===== src/rtl/core/u2cal_pkg.sv =====
// Shared constants, types and the month-length table of the seconds-to-date converter.
package u2cal_pkg;

	localparam int unsigned SecsW   = 32;
	localparam int unsigned RemW    = 17;
	localparam int unsigned CountW  = 6;
	localparam int unsigned MonthW  = 6;
	localparam int unsigned DayW    = 11;

	localparam logic [RemW-1:0]   SecsPerDay   = 17'd86400;
	localparam logic [RemW-1:0]   DaysPerCycle = 17'd1461;
	localparam logic [RemW-1:0]   SecsPerHour  = 17'd3600;
	localparam logic [RemW-1:0]   SecsPerMin   = 17'd60;
	localparam logic [11:0]       EpochYear    = 12'd1970;
	localparam logic [MonthW-1:0] LastMonth    = 6'd47;

	localparam logic [4:0] MonthLen [48] = '{
		5'd31, 5'd28, 5'd31, 5'd30, 5'd31, 5'd30, 5'd31, 5'd31, 5'd30, 5'd31, 5'd30, 5'd31,
		5'd31, 5'd28, 5'd31, 5'd30, 5'd31, 5'd30, 5'd31, 5'd31, 5'd30, 5'd31, 5'd30, 5'd31,
		5'd31, 5'd29, 5'd31, 5'd30, 5'd31, 5'd30, 5'd31, 5'd31, 5'd30, 5'd31, 5'd30, 5'd31,
		5'd31, 5'd28, 5'd31, 5'd30, 5'd31, 5'd30, 5'd31, 5'd31, 5'd30, 5'd31, 5'd30, 5'd31
	};

	typedef enum logic [2:0] {
		ST_IDLE,
		ST_DAY,
		ST_CYC,
		ST_HOUR,
		ST_MIN,
		ST_FIN
	} state_t;

	typedef struct packed {
		logic              start;
		logic [CountW-1:0] nbits;
	} div_req_t;

	typedef struct packed {
		logic done;
	} div_stat_t;

	typedef struct packed {
		logic busy;
	} walk_stat_t;

	typedef struct packed {
		logic [1:0] year_off;
		logic [3:0] month;
	} month_split_t;

	function automatic logic [4:0] month_len(input logic [MonthW-1:0] m);
		month_len = MonthLen[m];
	endfunction

	function automatic month_split_t split_month(input logic [MonthW-1:0] m);
		month_split_t r;
		logic [MonthW-1:0] base;
		if (m >= 6'd36) begin
			r.year_off = 2'd3;
			base = 6'd36;
		end else if (m >= 6'd24) begin
			r.year_off = 2'd2;
			base = 6'd24;
		end else if (m >= 6'd12) begin
			r.year_off = 2'd1;
			base = 6'd12;
		end else begin
			r.year_off = 2'd0;
			base = 6'd0;
		end
		r.month = 4'(m - base);
		return r;
	endfunction

endpackage


===== src/rtl/core/u2cal_div.sv =====
// Restoring divider that produces one quotient bit per cycle.
module u2cal_div (
	input  logic                          clk,
	input  logic                          arst_n,
	input  u2cal_pkg::div_req_t           req,
	input  logic [u2cal_pkg::SecsW-1:0]   dividend,
	input  logic [u2cal_pkg::RemW-1:0]    divisor,
	output u2cal_pkg::div_stat_t          stat,
	output logic [u2cal_pkg::SecsW-1:0]   quotient,
	output logic [u2cal_pkg::RemW-1:0]    remainder
);

	logic [u2cal_pkg::SecsW-1:0]  acc_q;
	logic [u2cal_pkg::RemW-1:0]   rem_q;
	logic [u2cal_pkg::RemW-1:0]   div_q;
	logic [u2cal_pkg::CountW-1:0] cnt_q;
	logic                         done_q;
	logic [u2cal_pkg::RemW:0]     trial;
	logic                         fits;

	assign trial = {rem_q, acc_q[u2cal_pkg::SecsW-1]};
	assign fits  = trial >= {1'b0, div_q};

	always_ff @(posedge clk or negedge arst_n) begin
		if (!arst_n) begin
			cnt_q  <= '0;
			done_q <= 1'b0;
		end else if (req.start) begin
			cnt_q  <= req.nbits;
			done_q <= 1'b0;
		end else begin
			done_q <= (cnt_q == u2cal_pkg::CountW'(1));
			if (cnt_q != '0) begin
				cnt_q <= cnt_q - u2cal_pkg::CountW'(1);
			end
		end
	end

	always_ff @(posedge clk) begin
		if (req.start) begin
			acc_q <= dividend;
			rem_q <= '0;
			div_q <= divisor;
		end else if (cnt_q != '0) begin
			acc_q <= {acc_q[u2cal_pkg::SecsW-2:0], fits};
			rem_q <= fits ? u2cal_pkg::RemW'(trial - {1'b0, div_q})
			              : trial[u2cal_pkg::RemW-1:0];
		end
	end

	assign stat.done = done_q;
	assign quotient  = acc_q;
	assign remainder = rem_q;

endmodule


===== src/rtl/core/u2cal_walk.sv =====
// Month walker that subtracts one month length per cycle over the four-year cycle.
module u2cal_walk (
	input  logic                          clk,
	input  logic                          arst_n,
	input  logic                          start,
	input  logic [u2cal_pkg::DayW-1:0]    day_in,
	output u2cal_pkg::walk_stat_t         stat,
	output logic [u2cal_pkg::MonthW-1:0]  month_pos,
	output logic [u2cal_pkg::DayW-1:0]    day_left
);

	logic                          busy_q;
	logic [u2cal_pkg::MonthW-1:0]  m_q;
	logic [u2cal_pkg::DayW-1:0]    day_q;
	logic [4:0]                    len;
	logic                          step;

	assign len  = u2cal_pkg::month_len(m_q);
	assign step = (day_q >= {6'd0, len}) && (m_q != u2cal_pkg::LastMonth);

	always_ff @(posedge clk or negedge arst_n) begin
		if (!arst_n) begin
			busy_q <= 1'b0;
		end else if (start) begin
			busy_q <= 1'b1;
		end else if (busy_q && !step) begin
			busy_q <= 1'b0;
		end
	end

	always_ff @(posedge clk) begin
		if (start) begin
			m_q   <= '0;
			day_q <= day_in;
		end else if (busy_q && step) begin
			m_q   <= m_q + u2cal_pkg::MonthW'(1);
			day_q <= day_q - {6'd0, len};
		end
	end

	assign stat.busy = busy_q;
	assign month_pos = m_q;
	assign day_left  = day_q;

endmodule


===== src/rtl/core/unix_seconds_to_calendar_date.sv =====
// Top level of the converter from Unix seconds to calendar date and time of day.
//
// One beat on the input channel carries a count of whole seconds since the
// epoch; one beat on the output channel carries the year, month, day of month,
// hour, minute and second. Both channels use valid and stall, and a beat moves
// on a rising edge where valid is high and stall is low.
// The block converts one beat at a time. A shared bit-serial divider first
// splits the seconds into days and time of day, then the days into four-year
// cycles. The month walk, one month per cycle, then runs next to the divisions
// for hour and minute. A new input beat is taken only once the last result
// has been loaded into the output register.
// The result sits in an output register, so the next input beat is taken while
// the receiver stalls; if the receiver still stalls when that next conversion
// ends, the block holds it and keeps in_stall high until the register frees.
// Reset clears the sequencer and the output valid flag; no result is pending after it.
module unix_seconds_to_calendar_date (
	input  logic        clk,
	input  logic        arst_n,
	input  logic        in_valid,
	output logic        in_stall,
	input  logic [31:0] unix_seconds,
	output logic        out_valid,
	input  logic        out_stall,
	output logic [11:0] year,
	output logic [3:0]  month_index,
	output logic [4:0]  day_index,
	output logic [4:0]  hour,
	output logic [5:0]  minute,
	output logic [5:0]  second
);

	u2cal_pkg::state_t        state_q, state_d;
	u2cal_pkg::div_req_t      div_req;
	u2cal_pkg::div_stat_t     div_stat;
	u2cal_pkg::walk_stat_t    walk_stat;
	u2cal_pkg::month_split_t  split;

	logic [u2cal_pkg::SecsW-1:0]   div_dividend;
	logic [u2cal_pkg::RemW-1:0]    div_divisor;
	logic [u2cal_pkg::SecsW-1:0]   div_quot;
	logic [u2cal_pkg::RemW-1:0]    div_rem;
	logic                          walk_start;
	logic [u2cal_pkg::MonthW-1:0]  walk_month;
	logic [u2cal_pkg::DayW-1:0]    walk_day;
	logic                          out_load;
	logic                          out_valid_q;

	logic [u2cal_pkg::RemW-1:0]    tod_q;
	logic [5:0]                    cycles_q;
	logic [4:0]                    hour_q;
	logic [5:0]                    minute_q;
	logic [5:0]                    second_q;

	logic [11:0] year_q;
	logic [3:0]  month_q;
	logic [4:0]  day_q;
	logic [4:0]  hour_out_q;
	logic [5:0]  minute_out_q;
	logic [5:0]  second_out_q;

	u2cal_div u_div (
		.clk       (clk),
		.arst_n    (arst_n),
		.req       (div_req),
		.dividend  (div_dividend),
		.divisor   (div_divisor),
		.stat      (div_stat),
		.quotient  (div_quot),
		.remainder (div_rem)
	);

	u2cal_walk u_walk (
		.clk       (clk),
		.arst_n    (arst_n),
		.start     (walk_start),
		.day_in    (div_rem[u2cal_pkg::DayW-1:0]),
		.stat      (walk_stat),
		.month_pos (walk_month),
		.day_left  (walk_day)
	);

	assign split = u2cal_pkg::split_month(walk_month);

	always_ff @(posedge clk or negedge arst_n) begin
		if (!arst_n) begin
			state_q <= u2cal_pkg::ST_IDLE;
		end else begin
			state_q <= state_d;
		end
	end

	always_comb begin
		state_d       = state_q;
		div_req.start = 1'b0;
		div_req.nbits = u2cal_pkg::CountW'(32);
		div_dividend  = unix_seconds;
		div_divisor   = u2cal_pkg::SecsPerDay;
		walk_start    = 1'b0;
		out_load      = 1'b0;
		in_stall      = 1'b1;
		case (state_q)
			u2cal_pkg::ST_IDLE: begin
				in_stall = 1'b0;
				if (in_valid) begin
					div_req.start = 1'b1;
					state_d       = u2cal_pkg::ST_DAY;
				end
			end
			u2cal_pkg::ST_DAY: begin
				div_dividend  = {div_quot[15:0], 16'd0};
				div_divisor   = u2cal_pkg::DaysPerCycle;
				div_req.nbits = u2cal_pkg::CountW'(16);
				if (div_stat.done) begin
					div_req.start = 1'b1;
					state_d       = u2cal_pkg::ST_CYC;
				end
			end
			u2cal_pkg::ST_CYC: begin
				div_dividend  = {tod_q, 15'd0};
				div_divisor   = u2cal_pkg::SecsPerHour;
				div_req.nbits = u2cal_pkg::CountW'(17);
				if (div_stat.done) begin
					div_req.start = 1'b1;
					walk_start    = 1'b1;
					state_d       = u2cal_pkg::ST_HOUR;
				end
			end
			u2cal_pkg::ST_HOUR: begin
				div_dividend  = {div_rem[11:0], 20'd0};
				div_divisor   = u2cal_pkg::SecsPerMin;
				div_req.nbits = u2cal_pkg::CountW'(12);
				if (div_stat.done) begin
					div_req.start = 1'b1;
					state_d       = u2cal_pkg::ST_MIN;
				end
			end
			u2cal_pkg::ST_MIN: begin
				if (div_stat.done) begin
					state_d = u2cal_pkg::ST_FIN;
				end
			end
			u2cal_pkg::ST_FIN: begin
				if (!walk_stat.busy && (!out_valid_q || !out_stall)) begin
					out_load = 1'b1;
					state_d  = u2cal_pkg::ST_IDLE;
				end
			end
			default: begin
				state_d = u2cal_pkg::ST_IDLE;
			end
		endcase
	end

	always_ff @(posedge clk) begin
		if (state_q == u2cal_pkg::ST_DAY && div_stat.done) begin
			tod_q <= div_rem;
		end
		if (state_q == u2cal_pkg::ST_CYC && div_stat.done) begin
			cycles_q <= div_quot[5:0];
		end
		if (state_q == u2cal_pkg::ST_HOUR && div_stat.done) begin
			hour_q <= div_quot[4:0];
		end
		if (state_q == u2cal_pkg::ST_MIN && div_stat.done) begin
			minute_q <= div_quot[5:0];
			second_q <= div_rem[5:0];
		end
	end

	always_ff @(posedge clk or negedge arst_n) begin
		if (!arst_n) begin
			out_valid_q <= 1'b0;
		end else if (out_load) begin
			out_valid_q <= 1'b1;
		end else if (!out_stall) begin
			out_valid_q <= 1'b0;
		end
	end

	always_ff @(posedge clk) begin
		if (out_load) begin
			year_q       <= u2cal_pkg::EpochYear + {4'd0, cycles_q, 2'b00}
			                + {10'd0, split.year_off};
			month_q      <= split.month;
			day_q        <= walk_day[4:0];
			hour_out_q   <= hour_q;
			minute_out_q <= minute_q;
			second_out_q <= second_q;
		end
	end

	assign out_valid   = out_valid_q;
	assign year        = year_q;
	assign month_index = month_q;
	assign day_index   = day_q;
	assign hour        = hour_out_q;
	assign minute      = minute_out_q;
	assign second      = second_out_q;

endmodule


===== config.mk =====
export PLATFORM = sky130hd
export DESIGN_NAME = unix_seconds_to_calendar_date
export DESIGN_NICKNAME = d
export VERILOG_FILES = /design/src/rtl/core/u2cal_pkg.sv /design/src/rtl/core/u2cal_div.sv /design/src/rtl/core/u2cal_walk.sv /design/src/rtl/core/unix_seconds_to_calendar_date.sv
export SDC_FILE = /design/constraint.sdc
export NUM_CORES = 1
export LEC_CHECK = 0
export BUFFER_PORTS_ARGS = -buffer_cell sky130_fd_sc_hd__buf_2
export CAP_MARGIN = 20
export CORE_ASPECT_RATIO = 0.6
export CORE_MARGIN = 5
export CORE_UTILIZATION = 40
export DETAILED_ROUTE_END_ITERATION = 16
export GPL_TIMING_DRIVEN = 0
export SYNTH_ARGS = -nofsm -noshare
export SYNTH_HDL_FRONTEND = slang
export SYNTH_HIERARCHICAL = 1
export SYNTH_SLANG_ARGS = --single-unit

===== constraint.sdc =====
create_clock -name clk -period 7.85 [get_ports clk]
set_clock_uncertainty 0.15 [all_clocks]
set_input_delay 1.9625 -clock clk [delete_from_list [all_inputs] [get_ports clk]]
set_output_delay 1.9625 -clock clk [all_outputs]
set_load 0.01 [all_outputs]

; Word-level counts from Yosys, hierarchy flattened
; Memories as Yosys holds them, arrays and structs flattened.
; Cells that the tools add are included.
[totals]
output_inout_bits = 40
wordCells = 107
romBits = 320
n_memories = 1
reg_bits = 173
[op_classes]
n_addsub = 7
mux = 37
magnitude_cmp = 6
bitwise = 1
n_reduce_logical = 20
eq_ne = 14
[mem_list]
columns = name, words, width, read_ports, rd_ports_with_merged_regs, wr, line
row1 = (name not given), 64, 5, 1, 0, 0, u2cal_pkg.sv:52  ; month_len = MonthLen[m];
[op_table]
columns = op, n
row1 = $pmux 32 s3, 1
row2 = $mux 32, 2
row3 = $pmux 17 s3, 1
row4 = $mux 11, 2
row5 = $ge 18x17->1, 1
row6 = $mux 3, 6
row7 = $pmux 3 s6, 1
row8 = $pmux 6 s3, 1
row9 = $mux 17, 1
row10 = $sub 17x17->17, 1
row11 = $add 11x8->12 const A, 1
row12 = $add 12x2->12, 1
row13 = $mux 1, 12
row14 = $mux 4, 3
row15 = $mux 6, 2
row16 = $ge 11x5->1, 1
row17 = $sub 11x5->11, 1
row18 = $mux 5, 2
row19 = $ne 2x1->1 const B, 5
row20 = $logic_and 1x1->1, 8
row21 = $ge 7x7->1 const B, 1
row22 = $not 6->7, 1
row23 = $add 6x1->6 const B, 1
row24 = $eq 3x2->1 const B, 2
row25 = other kinds (19), 27

; Depth between registers and ports, before layout
; Gate-level depths: netlist (run 1).
[depth]
ltp_word = 10
mapped_depth = 12
mapped_depth_nobuf = 12

; Hierarchy
; The synthesis (run 1) kept the hierarchy.
[by_module_without_submodules]
columns = mod, instances, cells_each, seq_area_each_um2, area_each_um2
row1 = u2cal_div, 1, 359, 1986.9, 3966.3
row2 = unix_seconds_to_calendar_date, 1, 243, 2442.3, 3522.1
row3 = u2cal_walk, 1, 131, 475.5, 1273.7

; Worst setup path before layout (run 1)
; Ideal clock, no wire load.
[synth_path]
path_type = in2reg
start = in out_stall
end = reg day_q[0] (netlist: day_index[0]) (enable)
setup_ps = 488
setup_slack_ps = 2392
arrival_time_ps = 4820
cell_stages = 2
path_buffers = 0
path_cell_list = nand2_1 > nor3b_1
[synth_between]
elab_chain_len = 5
[synth_lines]
columns = element, line
row1 = from (decl), unix_seconds_to_calendar_date.sv:23  ; input logic out_stall,
row2 = $logic_not 1->1, n/a
row3 = $logic_or 1x1->1, unix_seconds_to_calendar_date.sv:143  ; if (!walk_stat.busy && (!out_valid_q || !out_stall)) begin
row4 = $logic_and 1x1->1, unix_seconds_to_calendar_date.sv:143
row5 = $mux 1, unix_seconds_to_calendar_date.sv:143
row6 = $mux 1, unix_seconds_to_calendar_date.sv:101  ; case (state_q)
row7 = named net out_load, unix_seconds_to_calendar_date.sv:45  ; logic out_load;
row8 = to (signal assigned), unix_seconds_to_calendar_date.sv:185  ; day_q <= walk_day[4:0];
row9 = to (decl), unix_seconds_to_calendar_date.sv:56  ; logic [4:0] day_q;
; The timed path passes the listed nets, and every way through them passes these cells.
; A chain may end at the register's enable or synchronous reset.

==> results of run 1 <==
[cell type report]
type	count	area, um^2
fill	1963	11100
sequential	173	4900
multi-input combinational	492	3590
timing repair buffer	81	450
clock buffer	19	433
tap	279	349
buffer	35	164
inverter	37	139
clock inverter	13	116
[synth_stat cells (13+ instances only)]
master,number
a21oi_1,42
and2_1,18
clkbuf_1,18
dfxtp_1,23
edfxtp_1,138
ha_1,26
inv_1,36
mux2_2,39
nand2_1,33
nor2_1,38
nor2b_1,20
nor3_1,25
o21ai_0,29
o22ai_1,14
xnor2_1,15
xor2_1,13
[cells by family after synthesis]
logic type	synth area share, %
other cells	0.0428
buf+inv	3.46
fa+ha+maj	4.17
simple gates	13.4
compound gates	13.2
mux	6.90
flops	56.0
xor+xnor	2.80
[sequential cells by signal, summed over array words and instances (netlist names)]
name	cells
state_q	3
second_q	6
cycles_q	6
year	12
u_div/remainder	17
u_div/quotient	32
u_walk/month_pos	6
u_div/cnt_q	6
hour_q	5
minute	6
month_index	4
day_index	5
minute_q	6
u_walk/day_left	11
out_valid	1
second	6
u_div/stat	1
hour	5
u_walk/stat	1
u_div/div_q	17
tod_q	17
[power groups by stage]
stage                     clock, mW  sequential (mW)  combinational [mW]
after detailed placement          0             1.61                1.74
after global placement            0             1.61                1.72
after CTS                     0.820             1.59                1.76
final                         0.805             1.60                1.78
after global routing          0.864             1.62                1.97
after floorplan                   0             1.49                1.34
[per-layer routing]
metal  share of wire [%]  routed length (um)
met2                  40                8770
met3                 7.7                1700
met4                 1.1                 252
met5                   0                   0
met1                  51               11300
[placed cells by master (no fill, tap or decap), drive strengths merged, types with 8 or more instances in the layout]
| cell | netlist | final |
|---|---|---|
| dfrtp | 12 | 12 |
| or3 | 8 | 8 |
| a221oi | 13 | 13 |
| a211oi | 9 | 9 |
| clkbuf | 18 | 37 |
| inv | 36 | 40 |
| nor4 | 10 | 10 |
| o22ai | 14 | 14 |
| dfxtp | 23 | 23 |
| nor2 | 39 | 39 |
| nand2 | 34 | 34 |
| a21oi | 44 | 44 |
| nand2b | 12 | 12 |
| mux2 | 43 | 43 |
| nor3 | 25 | 25 |
| xnor2 | 15 | 15 |
| mux2i | 12 | 12 |
| and2 | 18 | 18 |
| nor2b | 21 | 21 |
| buf | 17 | 98 |
| ha | 26 | 26 |
| edfxtp | 138 | 138 |
| xor2 | 13 | 13 |
| a21o | 9 | 9 |
| o21ai | 31 | 31 |
| nand3b | 11 | 11 |
[per-stage QoR]
| step | worst slack [ns] | cells | hold WS (ns) |
|---|---|---|---|
| final | 3.46 | 1129 | 0.266 |
| after global routing | 3.30 | 1129 | 0.278 |
| after CTS | 3.40 | 1129 | 0.269 |
| after detailed placement | 2.97 | 1097 | 0.255 |
| after global placement | 0.968 | 1091 | 0.250 |
| after floorplan | 2.39 | 737 | 0.250 |
[how the worst max path moves through the flow]
stage              start  cells after the start  slack (ns)            endpoint
2_1_floorplan  out_stall                      2        2.39        day_index[0]
3_3_place_gp   out_stall                      3        0.97        day_index[2]
3_5_place_dp    in_valid                      7        2.97  u_div/quotient[29]
4_1_cts         in_valid                      7        3.40  u_div/quotient[25]
5_1_grt         in_valid                      7        3.30  u_div/quotient[11]
6_report        in_valid                      7        3.46  u_div/quotient[24]
==> results.sh, run 1 <==
export IMPL_status="completed"
export IMPL_r2r_start="state_q[1]"
export IMPL_yosys_top_cells_area="edfxtp_1 47%, dfxtp_1 5.3%, mux2_2 5.0%"
export IMPL_max_slew_margin_pct=41.6
export IMPL_antenna_left=0
export IMPL_cp_required_ns=7.76
export IMPL_yosys_register_bits=173
export IMPL_setup_violations=0
export IMPL_syn2layout_area_growth_pct=15.8
export IMPL_p_int_mw=2.54
export IMPL_grt_use_met1_pct=28.7
export IMPL_r2r_end="u_div/quotient[24]"
export IMPL_grt_pass1_wl_mm=35.1
export IMPL_clockRootBuffer="clkbuf_16"
export IMPL_clock_path_buffers=2
export IMPL_drv_cap=0
export IMPL_cp_slowest_cell="nand2b_2"
export IMPL_synth_edf_count=138
export IMPL_whs_endpoint="hour[0]"
export IMPL_rows=41
export IMPL_use_met3_pct=4.03
export IMPL_crit_type="input port to register"
export IMPL_cellLeakagePower_nw=3.86
export IMPL_routabilityCongestion=0.862
export IMPL_slew_violations=0
export IMPL_port_buffers=75
export IMPL_ys_flop_type="edfxtp_1"
export IMPL_grt_pass1_vias=6022
export IMPL_fmax_mhz=228
export IMPL_cts_resized=0
export IMPL_track_usage_pct=17.8
export IMPL_syn_inst=733
export IMPL_synth_top_area_share_pct=47.3
export IMPL_fin_crit_sh_pct=55.9
export IMPL_grt_max_degree=33
export IMPL_die_x_um=201
export IMPL_drive_above_1_share_pct=22.4
export IMPL_ys_warn_count=6
export IMPL_hpwlAfterDp_mm=16.3
export IMPL_synth_top_area_cell="edfxtp_1"
export IMPL_grt_busiest_layer="met1"
export IMPL_crit_chain="buf_2 > inv_1 > o2bb2ai_2 > buf_8 > buf_2 > clkbuf_1 > nand2b_2"
export IMPL_overflow=0
export IMPL_numCtsBuffers=17
export IMPL_antenna_found_initial=0
export IMPL_powerDensity_nw_per_um2=413
export IMPL_rr_worst_depth=7
export IMPL_async_flop_share_pct=6.94
export IMPL_p_sw_mw=1.64
export IMPL_hold_viol=0
export IMPL_chipHeight_um=125
export IMPL_io_pins=76
export IMPL_wire_per_inst_um=19.5
export IMPL_num_nets_final=901
export IMPL_final_area_um2=10100
export IMPL_post_route_util_pct=47.7
export IMPL_cts_tree="yes"
export IMPL_slowest_delay_ns=0.81
export IMPL_fin_crit_ns=4.39
export IMPL_clkSinkCount=173
export IMPL_grt_use_met2_pct=23.6
export IMPL_coreArea_um2=21300
export IMPL_reg2reg_slack_ns=3.92
export IMPL_endpoint_kind="register"
export IMPL_netlist_area_um2=8760
export IMPL_path_buf_inv=5
export IMPL_num_vias=6285
export IMPL_cts_setup_buffers=0
export IMPL_p_sw_share_pct=39.3
export IMPL_syn_avg_cell_area_um2=12.0
export IMPL_drt_iter0_drc=542
export IMPL_startpoint_type="input port"
export IMPL_via_per_inst=5.57
export IMPL_pwr_share_comb_pct=42.6
export IMPL_yosysUniqueCellTypes=75
export IMPL_path_max_fanout=32
export IMPL_insertion_delay_ns=0.44
export IMPL_tightest_slew_ns=0.877
export IMPL_finalWirelength_mm=22.1
export IMPL_htree_levels=4
export IMPL_clk_pin_slew_ns=0.06
export IMPL_seq_area_frac_synth_pct=56.0
export IMPL_firstDrtPassIters=6
export IMPL_hold_depth=0
export IMPL_drc_errors=0
export IMPL_cp_common_cell="buf_2"
export IMPL_ctsHoldBuffers=0
export IMPL_seqPwrFrac_pct=38.2
export IMPL_rsz0062_at_grt="no"
export IMPL_hold_path_class="register to register"
export IMPL_clkPwrFrac_pct=19.2
export IMPL_min_delay_start="hour_q[0]"
export IMPL_antenna_cells=0
export IMPL_postPlaceCellArea_um2=9600
export IMPL_ir_drop_mv=0.236
export IMPL_setup_tns_final_ns=0
export IMPL_cp_arrival_ns=4.30
export IMPL_finalPower_mw=4.19
export IMPL_initial_core_util_pct=41.2
export IMPL_die_area_um2=25100
export IMPL_cpLargestDelayFamily="buffers and inverters"
Power figures use the tool's default switching activity.
==> run 2, diff against run 1 <==
clock period = 4.6 ns   (was 7.85 ns; I/O delays follow)
==> run 2 against run 1 <==
Compared with the run above:
- utilization rose by 0.13 points
- die area did not move
- clock-buffer cell count did not move
- worst hold slack improved by 0.0040 ns
- setup slack got worse by 2.8 ns
- sequential power rose by 71%
- non-clock buffer count fell by 2
- wire length rose by 0.57%
==> results.sh, run 2 (synthesis results as in run 1) <==
export IMPL_status="completed"
export IMPL_clockRootBuffer="clkbuf_16"
export IMPL_finalWirelength_mm=22.2
export IMPL_r2r_end="u_div/quotient[8]"
export IMPL_path_max_fanout=32
export IMPL_ir_drop_mv=0.315
export IMPL_grt_pass1_wl_mm=35.2
export IMPL_coreArea_um2=21300
export IMPL_hold_path_class="register to register"
export IMPL_largest_reg_flops=32
export IMPL_insertion_delay_ns=0.43
export IMPL_initial_core_util_pct=41.2
export IMPL_fmax_mhz=254
export IMPL_cp_required_ns=4.50
export IMPL_post_route_util_pct=47.8
export IMPL_clkSinkCount=173
export IMPL_p_sw_mw=2.82
export IMPL_cp_arrival_ns=3.85
export IMPL_placedCellCount=1095
export IMPL_finalPower_mw=7.20
export IMPL_io_pins=76
export IMPL_track_usage_pct=18.0
export IMPL_wire_per_inst_um=19.7
export IMPL_r2r_start="state_q[1]"
export IMPL_die_area_um2=25100
export IMPL_reg2reg_slack_ns=0.66
export IMPL_drc_errors=0
export IMPL_final_common_cell="edfxtp_1"
export IMPL_rows=41
export IMPL_chipHeight_um=125
export IMPL_p_sw_share_pct=39.2
export IMPL_stdcell_count=1127
export IMPL_antenna_found_initial=0
export IMPL_port_buffers=75
export IMPL_min_delay_start="minute_q[4]"
export IMPL_startpoint_type="register"
export IMPL_clk_pin_slew_ns=0.07
export IMPL_die_x_um=201
export IMPL_setup_tns_final_ns=0
export IMPL_crit_type="register to register"
export IMPL_drive_above_1_share_pct=22.4
export IMPL_htree_levels=4
export IMPL_via_per_inst=5.60
export IMPL_cellLeakagePower_nw=3.87
export IMPL_drt_iter0_drc=683
export IMPL_rr_worst_depth=7
export IMPL_ctsHoldBuffers=0
export IMPL_powerDensity_nw_per_um2=708
export IMPL_final_cell_mix="138 x edfxtp_1, 86 x buf_2, 42 x a21oi_1"
export IMPL_firstDrtPassIters=5
export IMPL_antenna_left=0
export IMPL_tightest_slew_ns=0.891
export IMPL_syn2layout_area_growth_pct=16.1
export IMPL_cts_resized=0
export IMPL_slew_violations=0
export IMPL_fin_crit_sh_pct=85.7
export IMPL_grt_max_degree=33
export IMPL_endpoint_kind="register"
export IMPL_hold_viol=0
export IMPL_fin_crit_ns=3.94
export IMPL_num_nets_final=899
export IMPL_rsz0062_at_grt="no"
export IMPL_grt_pass1_vias=6112
export IMPL_overflow=0
export IMPL_hpwlAfterDp_mm=16.5
export IMPL_setup_violations=0
export IMPL_num_vias=6312
export IMPL_cts_setup_buffers=0
export IMPL_drv_cap=0
export IMPL_cts_tree="yes"
export IMPL_numCtsBuffers=17
export IMPL_whs_endpoint="minute[4]"
export IMPL_hold_depth=0
export IMPL_antenna_cells=0
export IMPL_max_slew_margin_pct=40.1
export IMPL_routabilityCongestion=0.837
export IMPL_p_int_mw=4.37
export IMPL_seqPwrFrac_pct=38.1
export IMPL_pwr_share_comb_pct=42.2
export IMPL_clkPwrFrac_pct=19.7
export IMPL_clock_path_buffers=2
## run 2: cell types whose count changed in the layout (fill, tap and decap cells not counted), sizes merged
cell,previous run,this run
buf,98,96
clkinv,7,4
inv,40,43
## run 2: worst max-delay path by stage
stage               start            endpoint  slack [ns]
6_report       state_q[1]   u_div/quotient[8]        0.66
3_3_place_gp     in_valid  u_div/quotient[28]       -1.04
3_5_place_dp     in_valid   u_div/quotient[0]        0.57
5_1_grt        state_q[1]   u_div/quotient[4]        0.55
4_1_cts        state_q[1]   u_div/quotient[8]        0.69
2_1_floorplan    in_valid   u_div/quotient[0]        0.46
## run 2: metrics by stage
step / cell area (um^2) / hold WS (ns) / setup slack (ns)
after CTS: 10200 / 0.272 / 0.692
after global routing: 10200 / 0.270 / 0.552
after floorplan: 8780 / 0.250 / 0.463
after detailed placement: 9600 / 0.256 / 0.575
after global placement: 9510 / 0.250 / -1.04
final: 10200 / 0.270 / 0.656
## run 2: critical path: stages (launching register included)
cell and delay (ns):
dfrtp_1 0.42, buf_1 0.27, or3_1 0.48, o2bb2ai_2 0.40, buf_8 0.23, buf_2 0.25, clkbuf_1 0.52, nand2b_2 0.82
## run 2: final cells by class
type / instances / area [um^2]
clock inverters: 13 / 124
plain buffers: 35 / 164
fillers: 1926 / 11100
inverters: 37 / 139
clock buffers: 19 / 453
well taps: 279 / 349
multi-input cells: 492 / 3590
flip-flops and latches: 173 / 4900
repair buffers: 79 / 444
## run 2: per-layer routing
layer  global-route usage, %  share of wire [%]  vias to the layer above
met5                       0                  0                        -
met4                    4.41               0.82                        0
met3                    4.58                8.5                       17
met2                    23.9                 39                      273
met1                    28.6                 51                     3056
li1                        -                  -                     2966
## run 2: power groups by stage
stage | sequential (mW) | combinational [mW] | clock, mW
4_1_cts | 2.73 | 3.00 | 1.45
5_1_grt | 2.78 | 3.36 | 1.53
2_1_floorplan | 2.54 | 2.29 | 0
6_report | 2.74 | 3.04 | 1.42
3_5_place_dp | 2.77 | 2.98 | 0
3_3_place_gp | 2.76 | 2.93 | 0
